<file path="src/design/infix_expression_evaluator_macros.svh">
// Assertion macros used by the top level of the infix expression evaluator.
`ifndef INFIX_EXPRESSION_EVALUATOR_MACROS_SVH
`define INFIX_EXPRESSION_EVALUATOR_MACROS_SVH

// The consequent must hold in the same cycle as the antecedent.
`define IEE_IMPLIES(lbl, ante, cons) \
  lbl: assert property (@(posedge clk_i) disable iff (!rst_ni) (ante) |-> (cons)) \
    else $error("iee check failed");

// The consequent must hold in the cycle after the antecedent.
`define IEE_NEXT(lbl, ante, cons) \
  lbl: assert property (@(posedge clk_i) disable iff (!rst_ni) (ante) |=> (cons)) \
    else $error("iee check failed");

`endif

</file>
<file path="src/design/iee_pkg.sv">
// Types and constants shared by the infix expression evaluator.
`default_nettype none
package iee_pkg;

  localparam int OP_DEPTH  = 64;
  localparam int VAL_DEPTH = 64;
  localparam int OCW = $clog2(OP_DEPTH + 1);
  localparam int OAW = $clog2(OP_DEPTH);
  localparam int VCW = $clog2(VAL_DEPTH + 1);
  localparam int VAW = $clog2(VAL_DEPTH);
  localparam int DW  = 32;

  localparam logic [7:0] CH_PLUS  = 8'h2B;
  localparam logic [7:0] CH_MINUS = 8'h2D;
  localparam logic [7:0] CH_STAR  = 8'h2A;
  localparam logic [7:0] CH_SLASH = 8'h2F;
  localparam logic [7:0] CH_LPAR  = 8'h28;
  localparam logic [7:0] CH_RPAR  = 8'h29;
  localparam logic [7:0] CH_ZERO  = 8'd48;
  localparam logic [7:0] CH_NINE  = 8'd57;

  typedef enum logic [2:0] {
    OP_ADD  = 3'd0,
    OP_SUB  = 3'd1,
    OP_MUL  = 3'd2,
    OP_DIV  = 3'd3,
    OP_LPAR = 3'd4
  } op_e;

  typedef enum logic [2:0] {
    CL_DIGIT = 3'd0,
    CL_ADD   = 3'd1,
    CL_SUB   = 3'd2,
    CL_MUL   = 3'd3,
    CL_DIV   = 3'd4,
    CL_LPAR  = 3'd5,
    CL_RPAR  = 3'd6,
    CL_BAD   = 3'd7
  } cls_e;

  typedef enum logic [1:0] {
    ST_OK     = 2'd0,
    ST_DIV0   = 2'd1,
    ST_STACK  = 2'd2,
    ST_BADCHR = 2'd3
  } st_e;

  typedef struct packed {
    cls_e       cls;
    logic [3:0] digit;
    logic       last;
  } itm_t;

  typedef struct packed {
    logic          start;
    logic [DW-1:0] a;
    logic [DW-1:0] b;
  } div_req_t;

  typedef struct packed {
    logic          busy;
    logic          done;
    logic [DW-1:0] q;
  } div_rsp_t;

endpackage
`default_nettype wire

</file>
<file path="src/design/iee_ram.sv">
// Generic single-write, single-read RAM with registered read data.
`default_nettype none
module iee_ram #(
  parameter int W = 32,
  parameter int D = 64
) (
  input  wire logic                 clk_i,
  input  wire logic                 we_i,
  input  wire logic [$clog2(D)-1:0] waddr_i,
  input  wire logic [W-1:0]         wdata_i,
  input  wire logic                 re_i,
  input  wire logic [$clog2(D)-1:0] raddr_i,
  output logic      [W-1:0]         rdata_o
);

  logic [W-1:0] mem_q [D];

  always_ff @(posedge clk_i) begin
    if (we_i) begin
      mem_q[waddr_i] <= wdata_i;
    end
    if (re_i) begin
      rdata_o <= mem_q[raddr_i];
    end
  end

endmodule
`default_nettype wire

</file>
<file path="src/design/iee_front.sv">
// Front end: classifies characters and queues them for the back end.
`default_nettype none
module iee_front (
  input  wire logic          clk_i,
  input  wire logic          rst_ni,
  input  wire logic          push,
  output logic               full,
  input  wire logic [7:0]    char_code_i,
  input  wire logic          end_of_expr_i,
  output logic               itm_valid_o,
  output iee_pkg::itm_t      itm_o,
  input  wire logic          itm_pop_i
);

  iee_pkg::itm_t itm_q [2];
  iee_pkg::itm_t new_itm;
  logic          wp_q, rp_q;
  logic [1:0]    cnt_q, cnt_d;
  logic          wr, rd;

  always_comb begin
    new_itm.digit = char_code_i[3:0];
    new_itm.last  = end_of_expr_i;
    if (char_code_i >= iee_pkg::CH_ZERO && char_code_i <= iee_pkg::CH_NINE) begin
      new_itm.cls = iee_pkg::CL_DIGIT;
    end else begin
      case (char_code_i)
        iee_pkg::CH_PLUS:  new_itm.cls = iee_pkg::CL_ADD;
        iee_pkg::CH_MINUS: new_itm.cls = iee_pkg::CL_SUB;
        iee_pkg::CH_STAR:  new_itm.cls = iee_pkg::CL_MUL;
        iee_pkg::CH_SLASH: new_itm.cls = iee_pkg::CL_DIV;
        iee_pkg::CH_LPAR:  new_itm.cls = iee_pkg::CL_LPAR;
        iee_pkg::CH_RPAR:  new_itm.cls = iee_pkg::CL_RPAR;
        default:           new_itm.cls = iee_pkg::CL_BAD;
      endcase
    end
  end

  assign full        = (cnt_q == 2'd2);
  assign itm_valid_o = (cnt_q != 2'd0);
  assign itm_o       = itm_q[rp_q];
  assign wr          = push && !full;
  assign rd          = itm_pop_i && itm_valid_o;

  always_comb begin
    cnt_d = cnt_q;
    if (wr && !rd) begin
      cnt_d = cnt_q + 2'd1;
    end else if (rd && !wr) begin
      cnt_d = cnt_q - 2'd1;
    end
  end

  always_ff @(posedge clk_i or negedge rst_ni) begin
    if (!rst_ni) begin
      wp_q  <= 1'b0;
      rp_q  <= 1'b0;
      cnt_q <= 2'd0;
    end else begin
      cnt_q <= cnt_d;
      if (wr) begin
        wp_q <= !wp_q;
      end
      if (rd) begin
        rp_q <= !rp_q;
      end
    end
  end

  always_ff @(posedge clk_i) begin
    if (wr) begin
      itm_q[wp_q] <= new_itm;
    end
  end

endmodule
`default_nettype wire

</file>
<file path="src/design/iee_div.sv">
// Iterative signed divider, one quotient bit per cycle, truncating toward zero.
`default_nettype none
module iee_div (
  input  wire logic              clk_i,
  input  wire logic              rst_ni,
  input  iee_pkg::div_req_t      req_i,
  output iee_pkg::div_rsp_t      rsp_o
);

  logic                   busy_q, done_q;
  logic [4:0]             cnt_q;
  logic [iee_pkg::DW-1:0] rem_q, quo_q, mb_q;
  logic                   neg_q;
  logic [iee_pkg::DW:0]   sh, diff;
  logic                   ge;

  assign sh   = {rem_q, quo_q[iee_pkg::DW-1]};
  assign diff = sh - {1'b0, mb_q};
  assign ge   = (sh >= {1'b0, mb_q});

  assign rsp_o.busy = busy_q;
  assign rsp_o.done = done_q;
  assign rsp_o.q    = neg_q ? (~quo_q + 1'b1) : quo_q;

  always_ff @(posedge clk_i or negedge rst_ni) begin
    if (!rst_ni) begin
      busy_q <= 1'b0;
      done_q <= 1'b0;
      cnt_q  <= '0;
    end else begin
      done_q <= 1'b0;
      if (req_i.start) begin
        busy_q <= 1'b1;
        cnt_q  <= '0;
      end else if (busy_q) begin
        cnt_q <= cnt_q + 5'd1;
        if (cnt_q == 5'd31) begin
          busy_q <= 1'b0;
          done_q <= 1'b1;
        end
      end
    end
  end

  always_ff @(posedge clk_i) begin
    if (req_i.start) begin
      rem_q <= '0;
      quo_q <= req_i.a[iee_pkg::DW-1] ? (~req_i.a + 1'b1) : req_i.a;
      mb_q  <= req_i.b[iee_pkg::DW-1] ? (~req_i.b + 1'b1) : req_i.b;
      neg_q <= req_i.a[iee_pkg::DW-1] ^ req_i.b[iee_pkg::DW-1];
    end else if (busy_q) begin
      rem_q <= ge ? diff[iee_pkg::DW-1:0] : sh[iee_pkg::DW-1:0];
      quo_q <= {quo_q[iee_pkg::DW-2:0], ge};
    end
  end

endmodule
`default_nettype wire

</file>
<file path="src/design/iee_back.sv">
// Back end: operator and value stacks, reduction sequencer and result register.
`default_nettype none
module iee_back (
  input  wire logic                    clk_i,
  input  wire logic                    rst_ni,
  input  wire logic                    itm_valid_i,
  input  iee_pkg::itm_t                itm_i,
  output logic                         itm_pop_o,
  output iee_pkg::div_req_t            div_req_o,
  input  iee_pkg::div_rsp_t            div_rsp_i,
  output logic                         empty,
  input  wire logic                    pop,
  output logic signed [31:0]           value_o,
  output logic        [1:0]            status_o
);

  typedef enum logic [10:0] {
    S_IDLE  = 11'b00000000001,
    S_CHAR  = 11'b00000000010,
    S_OP    = 11'b00000000100,
    S_DONE  = 11'b00000001000,
    S_END   = 11'b00000010000,
    S_DRAIN = 11'b00000100000,
    S_RD    = 11'b00001000000,
    S_EX    = 11'b00010000000,
    S_DIV   = 11'b00100000000,
    S_WB    = 11'b01000000000,
    S_FIN   = 11'b10000000000
  } state_e;

  localparam int DW  = iee_pkg::DW;
  localparam int OCW = iee_pkg::OCW;
  localparam int OAW = iee_pkg::OAW;
  localparam int VCW = iee_pkg::VCW;
  localparam int VAW = iee_pkg::VAW;

  state_e         state_q, state_d, ret_q, ret_d;
  iee_pkg::cls_e  cls_q, cls_d;
  logic [3:0]     dig_q, dig_d;
  logic           last_q, last_d;
  logic [DW-1:0]  acc_q, acc_d;
  logic           innum_q, innum_d;
  iee_pkg::st_e   err_q, err_d;
  logic [DW-1:0]  tos_q, tos_d, nos_q, nos_d, r_q, r_d;
  logic [VCW-1:0] vcnt_q, vcnt_d;
  logic [OCW-1:0] ocnt_q, ocnt_d;
  iee_pkg::op_e   top_q, top_d, opr_q, opr_d, new_op;
  logic           red_q, red_d;
  logic           ovld_q, ovld_d;
  logic [DW-1:0]  oval_q, oval_d;
  iee_pkg::st_e   ost_q, ost_d;

  logic           vwe, vre, owe, ore;
  logic [VCW-1:0] vcnt_m2, vcnt_m3;
  logic [OCW-1:0] ocnt_m1, ocnt_m2;
  logic [DW-1:0]  vwdata, vrd;
  logic [2:0]     ord;
  logic           val_full, op_full;

  assign vcnt_m2  = vcnt_q - VCW'(2);
  assign vcnt_m3  = vcnt_q - VCW'(3);
  assign ocnt_m1  = ocnt_q - OCW'(1);
  assign ocnt_m2  = ocnt_q - OCW'(2);
  assign val_full = (vcnt_q >= VCW'(iee_pkg::VAL_DEPTH));
  assign op_full  = (ocnt_q >= OCW'(iee_pkg::OP_DEPTH));
  assign vwdata   = nos_q;

  assign empty    = !ovld_q;
  assign value_o  = oval_q;
  assign status_o = ost_q;

  iee_ram #(.W(DW), .D(iee_pkg::VAL_DEPTH)) u_val_ram (
    .clk_i   (clk_i),
    .we_i    (vwe),
    .waddr_i (vcnt_m2[VAW-1:0]),
    .wdata_i (vwdata),
    .re_i    (vre),
    .raddr_i (vcnt_m3[VAW-1:0]),
    .rdata_o (vrd)
  );

  iee_ram #(.W(3), .D(iee_pkg::OP_DEPTH)) u_op_ram (
    .clk_i   (clk_i),
    .we_i    (owe),
    .waddr_i (ocnt_m1[OAW-1:0]),
    .wdata_i (top_q),
    .re_i    (ore),
    .raddr_i (ocnt_m2[OAW-1:0]),
    .rdata_o (ord)
  );

  always_comb begin
    case (cls_q)
      iee_pkg::CL_ADD: new_op = iee_pkg::OP_ADD;
      iee_pkg::CL_SUB: new_op = iee_pkg::OP_SUB;
      iee_pkg::CL_MUL: new_op = iee_pkg::OP_MUL;
      iee_pkg::CL_DIV: new_op = iee_pkg::OP_DIV;
      default:         new_op = iee_pkg::OP_LPAR;
    endcase
  end

  always_comb begin
    state_d = state_q;
    ret_d   = ret_q;
    cls_d   = cls_q;
    dig_d   = dig_q;
    last_d  = last_q;
    acc_d   = acc_q;
    innum_d = innum_q;
    err_d   = err_q;
    tos_d   = tos_q;
    nos_d   = nos_q;
    r_d     = r_q;
    vcnt_d  = vcnt_q;
    ocnt_d  = ocnt_q;
    top_d   = top_q;
    opr_d   = opr_q;
    red_d   = red_q;
    ovld_d  = ovld_q && !pop;
    oval_d  = oval_q;
    ost_d   = ost_q;
    vwe     = 1'b0;
    vre     = 1'b0;
    owe     = 1'b0;
    ore     = 1'b0;
    itm_pop_o = 1'b0;
    div_req_o.start = 1'b0;
    div_req_o.a     = nos_q;
    div_req_o.b     = tos_q;

    case (state_q)
      S_IDLE: begin
        itm_pop_o = itm_valid_i;
        if (itm_valid_i) begin
          cls_d   = itm_i.cls;
          dig_d   = itm_i.digit;
          last_d  = itm_i.last;
          state_d = S_CHAR;
        end
      end
      S_CHAR: begin
        if (err_q != iee_pkg::ST_OK) begin
          state_d = last_q ? S_FIN : S_IDLE;
        end else if (cls_q == iee_pkg::CL_DIGIT) begin
          acc_d   = {acc_q[DW-4:0], 3'b000} + {acc_q[DW-2:0], 1'b0} + DW'(dig_q);
          innum_d = 1'b1;
          state_d = last_q ? S_END : S_IDLE;
        end else begin
          if (innum_q) begin
            if (val_full) begin
              err_d = iee_pkg::ST_STACK;
            end else begin
              vwe    = (vcnt_q >= VCW'(2));
              nos_d  = tos_q;
              tos_d  = acc_q;
              vcnt_d = vcnt_q + VCW'(1);
            end
            innum_d = 1'b0;
            acc_d   = '0;
          end
          state_d = S_OP;
        end
      end
      S_OP: begin
        state_d = S_DONE;
        if (err_q == iee_pkg::ST_OK) begin
          case (cls_q)
            iee_pkg::CL_ADD, iee_pkg::CL_SUB, iee_pkg::CL_MUL, iee_pkg::CL_DIV,
            iee_pkg::CL_LPAR: begin
              if ((cls_q == iee_pkg::CL_ADD || cls_q == iee_pkg::CL_SUB) &&
                  ocnt_q != '0 && top_q != iee_pkg::OP_LPAR) begin
                red_d   = 1'b1;
                ret_d   = S_OP;
                state_d = S_RD;
              end else if ((cls_q == iee_pkg::CL_MUL || cls_q == iee_pkg::CL_DIV) &&
                           ocnt_q != '0 &&
                           (top_q == iee_pkg::OP_MUL || top_q == iee_pkg::OP_DIV)) begin
                red_d   = 1'b1;
                ret_d   = S_OP;
                state_d = S_RD;
              end else if (op_full) begin
                err_d = iee_pkg::ST_STACK;
              end else begin
                owe    = (ocnt_q != '0);
                top_d  = new_op;
                ocnt_d = ocnt_q + OCW'(1);
              end
            end
            iee_pkg::CL_RPAR: begin
              if (ocnt_q == '0) begin
                err_d = iee_pkg::ST_STACK;
              end else if (top_q == iee_pkg::OP_LPAR) begin
                red_d   = 1'b0;
                ret_d   = S_DONE;
                state_d = S_RD;
              end else begin
                red_d   = 1'b1;
                ret_d   = S_OP;
                state_d = S_RD;
              end
            end
            iee_pkg::CL_BAD: begin
              err_d = iee_pkg::ST_BADCHR;
            end
            default: begin
              state_d = S_DONE;
            end
          endcase
        end
      end
      S_DONE: begin
        state_d = last_q ? S_END : S_IDLE;
      end
      S_END: begin
        if (err_q != iee_pkg::ST_OK) begin
          state_d = S_FIN;
        end else begin
          if (innum_q) begin
            if (val_full) begin
              err_d = iee_pkg::ST_STACK;
            end else begin
              vwe    = (vcnt_q >= VCW'(2));
              nos_d  = tos_q;
              tos_d  = acc_q;
              vcnt_d = vcnt_q + VCW'(1);
            end
            innum_d = 1'b0;
            acc_d   = '0;
          end
          state_d = S_DRAIN;
        end
      end
      S_DRAIN: begin
        state_d = S_FIN;
        if (err_q == iee_pkg::ST_OK) begin
          if (ocnt_q != '0) begin
            if (top_q == iee_pkg::OP_LPAR) begin
              err_d = iee_pkg::ST_STACK;
            end else begin
              red_d   = 1'b1;
              ret_d   = S_DRAIN;
              state_d = S_RD;
            end
          end else if (vcnt_q == '0) begin
            err_d = iee_pkg::ST_STACK;
          end
        end
      end
      S_RD: begin
        ore     = 1'b1;
        vre     = 1'b1;
        opr_d   = top_q;
        ocnt_d  = ocnt_m1;
        state_d = S_EX;
      end
      S_EX: begin
        top_d = iee_pkg::op_e'(ord);
        if (!red_q) begin
          state_d = ret_q;
        end else if (vcnt_q < VCW'(2)) begin
          err_d   = iee_pkg::ST_STACK;
          state_d = ret_q;
        end else begin
          state_d = S_WB;
          case (opr_q)
            iee_pkg::OP_ADD: r_d = nos_q + tos_q;
            iee_pkg::OP_SUB: r_d = nos_q - tos_q;
            iee_pkg::OP_MUL: r_d = nos_q * tos_q;
            default: begin
              if (tos_q == '0) begin
                err_d = iee_pkg::ST_DIV0;
                r_d   = '0;
              end else begin
                div_req_o.start = 1'b1;
                state_d         = S_DIV;
              end
            end
          endcase
        end
      end
      S_DIV: begin
        if (div_rsp_i.done) begin
          r_d     = div_rsp_i.q;
          state_d = S_WB;
        end
      end
      S_WB: begin
        tos_d   = r_q;
        nos_d   = vrd;
        vcnt_d  = vcnt_q - VCW'(1);
        state_d = ret_q;
      end
      S_FIN: begin
        if (!ovld_q || pop) begin
          ovld_d  = 1'b1;
          oval_d  = (err_q == iee_pkg::ST_OK) ? tos_q : '0;
          ost_d   = err_q;
          vcnt_d  = '0;
          ocnt_d  = '0;
          acc_d   = '0;
          innum_d = 1'b0;
          err_d   = iee_pkg::ST_OK;
          state_d = S_IDLE;
        end
      end
      default: begin
        state_d = S_IDLE;
      end
    endcase
  end

  always_ff @(posedge clk_i or negedge rst_ni) begin
    if (!rst_ni) begin
      state_q <= S_IDLE;
      ret_q   <= S_IDLE;
      acc_q   <= '0;
      innum_q <= 1'b0;
      err_q   <= iee_pkg::ST_OK;
      vcnt_q  <= '0;
      ocnt_q  <= '0;
      red_q   <= 1'b0;
      ovld_q  <= 1'b0;
    end else begin
      state_q <= state_d;
      ret_q   <= ret_d;
      acc_q   <= acc_d;
      innum_q <= innum_d;
      err_q   <= err_d;
      vcnt_q  <= vcnt_d;
      ocnt_q  <= ocnt_d;
      red_q   <= red_d;
      ovld_q  <= ovld_d;
    end
  end

  always_ff @(posedge clk_i) begin
    cls_q  <= cls_d;
    dig_q  <= dig_d;
    last_q <= last_d;
    tos_q  <= tos_d;
    nos_q  <= nos_d;
    r_q    <= r_d;
    top_q  <= top_d;
    opr_q  <= opr_d;
    oval_q <= oval_d;
    ost_q  <= ost_d;
  end

endmodule
`default_nettype wire

</file>
<file path="src/design/infix_expression_evaluator.sv">
// Top level of the infix expression evaluator.
// The block takes one ASCII character per item and, on the item marked as the
// end of the expression, delivers one result with a 32-bit value and a status
// code. A two-item front queue accepts characters while the back end works.
// In the back end a digit passes through S_IDLE and S_CHAR and an operator
// also through S_OP and S_DONE; each reduction that walks the stacks adds
// S_RD, S_EX and S_WB (the stack RAMs have a registered read port), a ')'
// that meets its '(' adds S_RD and S_EX, and a division waits in S_DIV for
// the one-bit-per-cycle divider. The end of an expression runs the remaining
// reductions, and the final result waits in an output register until popped.
`default_nettype none
`include "infix_expression_evaluator_macros.svh"
module infix_expression_evaluator (
  input  wire logic               clk_i,
  input  wire logic               rst_ni,
  input  wire logic               push,
  output logic                    full,
  input  wire logic [7:0]         char_code_i,
  input  wire logic               end_of_expr_i,
  output logic                    empty,
  input  wire logic               pop,
  output logic signed [31:0]      value_o,
  output logic        [1:0]       status_o
);

  iee_pkg::itm_t     itm;
  logic              itm_valid, itm_pop;
  iee_pkg::div_req_t dreq;
  iee_pkg::div_rsp_t drsp;

  iee_front u_front (
    .clk_i         (clk_i),
    .rst_ni        (rst_ni),
    .push          (push),
    .full          (full),
    .char_code_i   (char_code_i),
    .end_of_expr_i (end_of_expr_i),
    .itm_valid_o   (itm_valid),
    .itm_o         (itm),
    .itm_pop_i     (itm_pop)
  );

  iee_div u_div (
    .clk_i  (clk_i),
    .rst_ni (rst_ni),
    .req_i  (dreq),
    .rsp_o  (drsp)
  );

  iee_back u_back (
    .clk_i       (clk_i),
    .rst_ni      (rst_ni),
    .itm_valid_i (itm_valid),
    .itm_i       (itm),
    .itm_pop_o   (itm_pop),
    .div_req_o   (dreq),
    .div_rsp_i   (drsp),
    .empty       (empty),
    .pop         (pop),
    .value_o     (value_o),
    .status_o    (status_o)
  );

  `IEE_IMPLIES(a_pop_has_item, itm_pop, itm_valid)
  `IEE_IMPLIES(a_err_value_zero, !empty && (status_o != iee_pkg::ST_OK), value_o == '0)
  `IEE_NEXT(a_div_runs, dreq.start, drsp.busy)

endmodule
`default_nettype wire

</file>
<file path="config.mk">
export PLATFORM = sky130hd
export DESIGN_NAME = infix_expression_evaluator
export DESIGN_NICKNAME = d
export VERILOG_FILES = /design/src/design/iee_pkg.sv /design/src/design/iee_ram.sv /design/src/design/iee_front.sv /design/src/design/iee_div.sv /design/src/design/iee_back.sv /design/src/design/infix_expression_evaluator.sv
export VERILOG_INCLUDE_DIRS = /design/src /design/src/design
export SDC_FILE = /design/constraint.sdc
export NUM_CORES = 2
export LEC_CHECK = 0
export BUFFER_PORTS_ARGS = -buffer_cell sky130_fd_sc_hd__buf_2
export CORE_AREA = 3 3 459 461
export DETAILED_ROUTE_END_ITERATION = 6
export DIE_AREA = 0 0 462 464
export PLACE_DENSITY = 0.76
export SLEW_MARGIN = 10
export SYNTH_ARGS = -nofsm -noshare
export SYNTH_HDL_FRONTEND = slang
export SYNTH_SLANG_ARGS = --single-unit
</file>
<file path="constraint.sdc">
create_clock -name clk_i -period 11.3 [get_ports clk_i]
set_input_delay 2.825 -clock clk_i [delete_from_list [all_inputs] [get_ports clk_i]]
set_output_delay 2.825 -clock clk_i [all_outputs]
set_load 0.03 [all_outputs]
</file>
==> flow_summary_export.csv <==
group,metric,value,unit
outcome,outcome,"finished with violations",
outcome,violations,"design-rule violations",
floorplan,core,207000,µm²
routing,drt-pass1-iter-count,7,
grt,grt_pass1_vias,73000,
synthesis,yosys_register_bits,2609,
placement,place_area,128000,µm²
pwr,seqPwrFrac,0.325,
synthesis,synth_area,124000,µm²
synthesis,synth_area_leader_cell,"edfxtp_1",
routing,vias_per_cell,6.76,
pwr,power.switching,0.0122,W
routing,final_antenna_net_count,0,
placement,dp_hpwl,194000,µm
floorplan,start_util,0.600,
clock_tree,post_cts_buffers,0,
pwr,peakVddDrop,0.000734,V
synthesis,synth.most_common_cell,"edfxtp_1",
synthesis,syn_area_per_cell,16.7,µm²
timing,rsz0062_at_grt,"false",
grt,grt_overflow_total,0,
grt,grt_use_total,0.327,
timing,slew_violations,0,
clock_tree,clkSlewWorstSetupHoldPaths,0.06,ns
setup_path,critPathRequiredTime,11.96,ns
final_layout,multi_input_area,43800,µm²
timing,relSlewSlack,0.135,
clock_tree,cts_tree,"yes",
clock_tree,hold_buffers,0,
run,cap_violations,0,
grt,antenna_found_initial,17,
floorplan,die-area,214000,µm²
timing,fin_crit_sh,0.752,
synthesis,syn_nets,8122,
floorplan,rows,167,
setup_path,worstPathArrival,9.16,ns
synthesis,ys_seq_area_frac,0.626,
setup_path,crit_path_start_kind,"register",
min_path,hp-class,"reg -> reg",
clock_tree,insertion_delay,0.96,ns
pwr,power.share.clock,0.255,
floorplan,dieHeight,464,µm
pwr,leakage,47.7,nW
final_layout,nets,8262,
timing,worst_pin_slew,1.29,ns
synthesis,synth_ff_type,"edfxtp_1",
floorplan,fp.dieW,462,µm
synthesis,ys_types,90,
synthesis,synth_edf_count,2500,
final_layout,n_fill_cell,13400,
timing,max_freq,118,MHz
grt,grt_pass1_wl,503000,µm
final_layout,seqCellArea,77700,µm²
timing,min_period,8.50,ns
placement,gp_congestion,0.964,
synthesis,synth.area.top_cells,"edfxtp_1, mux4_2, fa_1",
clock_tree,cts_root_buffer,"clkbuf_16",
synthesis,yosysTopAreaCellShare,0.605,
setup_path,critical_path_class,"reg -> reg",
routing,wl_per_cell,32.9,µm
pwr,p_comb_frac,0.419,
setup_path,end_kind,"register",
routing,drc,2,
placement,io_buffers,48,
pwr,power.internal,0.0216,W
routing,routed_wl,345000,µm
final_layout,drive_gt1_frac,0.196,
pwr,p_per_area,247,nW/µm²
setup_path,r2r_slack,2.80,ns
routing,dr.first_iter.drc_count,9463,
synthesis,ys_warn_count,0,
clock_tree,cts_made_buffers,276,
routing,vias,70700,
clock_tree,clockBufferDepth,4,
setup_path,critPathMaxFanout,63,
timing,setup_ws,2.80,ns
placement,numPlacedInstances,9997,
synthesis,syn_inst,7431,
pwr,swShare,0.362,
timing,tns,0,ns
synthesis,ys_top_cells_by_count,"edfxtp_1, mux4_2, inv_1, nand2_1, fa_1",
floorplan,ios,49,
timing,clock_skew,0.111,ns
final_layout,fin_cells,10500,
timing,finalSetupViolCount,0,
synthesis,postSynth.asyncResetShare,0.0295,
clock_tree,cts_resized,0,
placement,dp_slack,3.04,ns
grt,grt_max_degree,126,
clock_tree,cts-htree-levels,5,
timing,hold_viol,0,
clock_tree,clock_sinks,2609,
final_layout,area_delta_synth_final,10.3,%
final_layout,stdcell_area,137000,µm²
==> per-layer routing <==
layer  track usage  vias to the layer above  share of wire
met1         0.429                    36400           0.35
met2         0.518                     4836           0.48
li1              -                    28400              -
met5       0.00158                        -        0.00035
met4         0.159                       14          0.058
met3        0.0786                     1003           0.11
==> layout by cell type, fill, tap and decap left out, types with 35 or more instances in the layout <==
cell / netlist / routed
and2_1: 343 / 343
dfrtp_1: 75 / 71
or3_1: 36 / 36
nor2_4: 0 / 65
clkbuf_16: 0 / 283
o21ai_0: 159 / 159
a211oi_1: 58 / 57
nand3_1: 38 / 37
inv_1: 468 / 467
a21oi_1: 222 / 222
buf_2: 10 / 47
edfxtp_1: 2500 / 2500
nand2_1: 447 / 447
mux2_2: 76 / 76
a21o_1: 55 / 55
mux4_2: 700 / 700
buf_4: 0 / 196
clkinv_1: 1 / 51
clkinv_2: 0 / 37
nor3_1: 35 / 35
nor2b_1: 59 / 59
o31ai_1: 40 / 40
xor2_1: 141 / 140
nor2_1: 309 / 243
xnor2_1: 168 / 164
ha_1: 265 / 264
mux2i_1: 60 / 60
fa_1: 413 / 413
clkbuf_1: 309 / 52
==> kinds of logic after synthesis <==
family | Yosys count | synth area share
flops | 2609 | 0.626
buf+inv | 859 | 0.0262
mux | 836 | 0.139
simple gates | 1420 | 0.0570
xor+xnor | 310 | 0.0219
compound gates | 718 | 0.0369
fa+ha+maj | 679 | 0.0934
==> registers in the layout (all words and copies together), names as in the netlist, 4 cells and up <==
signal / count
u_back.acc_q: 32
u_back.dig_q: 4
u_back.nos_q: 32
u_back.ocnt_q: 7
u_back.r_q: 32
u_back.ret_q: 4
u_back.state_q: 11
u_back.tos_q: 32
u_back.u_op_ram.mem_q: 192
u_back.u_val_ram.mem_q: 2048
u_back.u_val_ram.rdata_o: 32
u_back.value_o: 32
u_back.vcnt_q: 7
u_div.cnt_q: 5
u_div.mb_q: 32
u_div.quo_q: 32
u_div.rem_q: 32
u_front.itm_q: 16
==> path summary, 6_finish.rpt <==
| check | startpoint | endpoint | cells past startpoint |
|---|---|---|---|
| worst max-delay path | u_back.nos_q[4]$_DFFE_PP_ | u_back.r_q[31]$_DFFE_PP_ | 27 |
| worst min-delay path | u_back.ret_q[5]$_DFFE_PN0P_ | u_back.ret_q[5]$_DFFE_PN0P_ | 2 |
| worst max register to register | u_back.nos_q[4]$_DFFE_PP_ | u_back.r_q[31]$_DFFE_PP_ | 27 |
| worst min register to register | u_back.ret_q[5]$_DFFE_PN0P_ | u_back.ret_q[5]$_DFFE_PN0P_ | 2 |
| max in group asynchronous | rst_ni | u_back.acc_q[20]$_DFFE_PN0P_ | 2 |
| min in group asynchronous | rst_ni | u_front.cnt_q[1]$_DFFE_PN0P_ | 1 |
==> metrics by stage <==
step           power (W)  hold WS (ns)   util
3_3_place_gp      0.0248         0.464  0.621
2_1_floorplan     0.0203         0.443      -
3_5_place_dp      0.0249         0.468  0.621
5_1_grt           0.0350         0.501  0.661
6_report          0.0338         0.481  0.661
4_1_cts           0.0337         0.482  0.661
==> power groups by stage <==
stage / Clock (W) / Sequential [W] / Combinational, W
floorplan: 0 / 0.0111 / 0.00923
global placement: 0 / 0.0112 / 0.0136
detailed placement: 0 / 0.0112 / 0.0138
CTS: 0.00872 / 0.0110 / 0.0140
global route: 0.00906 / 0.0110 / 0.0149
finish: 0.00863 / 0.0110 / 0.0142
==> area by class of cell <==
class,count,area share
antenna,5,0.0000915
tap,2704,0.0247
clock buffer,338,0.0535
sequential,2609,0.568
clock inverter,125,0.00761
timing repair buffer,252,0.0138
multi-input combinational,3963,0.320
inverter,469,0.0129
==> critical path, stage by stage (launching register included) <==
cell and delay, ns:
edfxtp_1 1.16, buf_12 0.40, and2_1 0.21, fa_1 0.41, inv_1 0.07, fa_1 0.16
inv_1 0.05, fa_1 0.47, inv_1 0.05, fa_1 0.47, inv_1 0.06, fa_1 0.50
inv_1 0.06, fa_1 0.54, inv_1 0.05, fa_1 0.50, fa_1 0.43, ha_1 0.41
o2111ai_1 0.13, o21ai_0 0.12, nor2b_1 0.17, o211ai_1 0.12, a21o_1 0.22, a21oi_1 0.29
a221oi_1 0.15, xnor2_1 0.45, nor2_1 0.12, o32a_1 0.38
No activity file was read; power rests on OpenSTA's default activity.
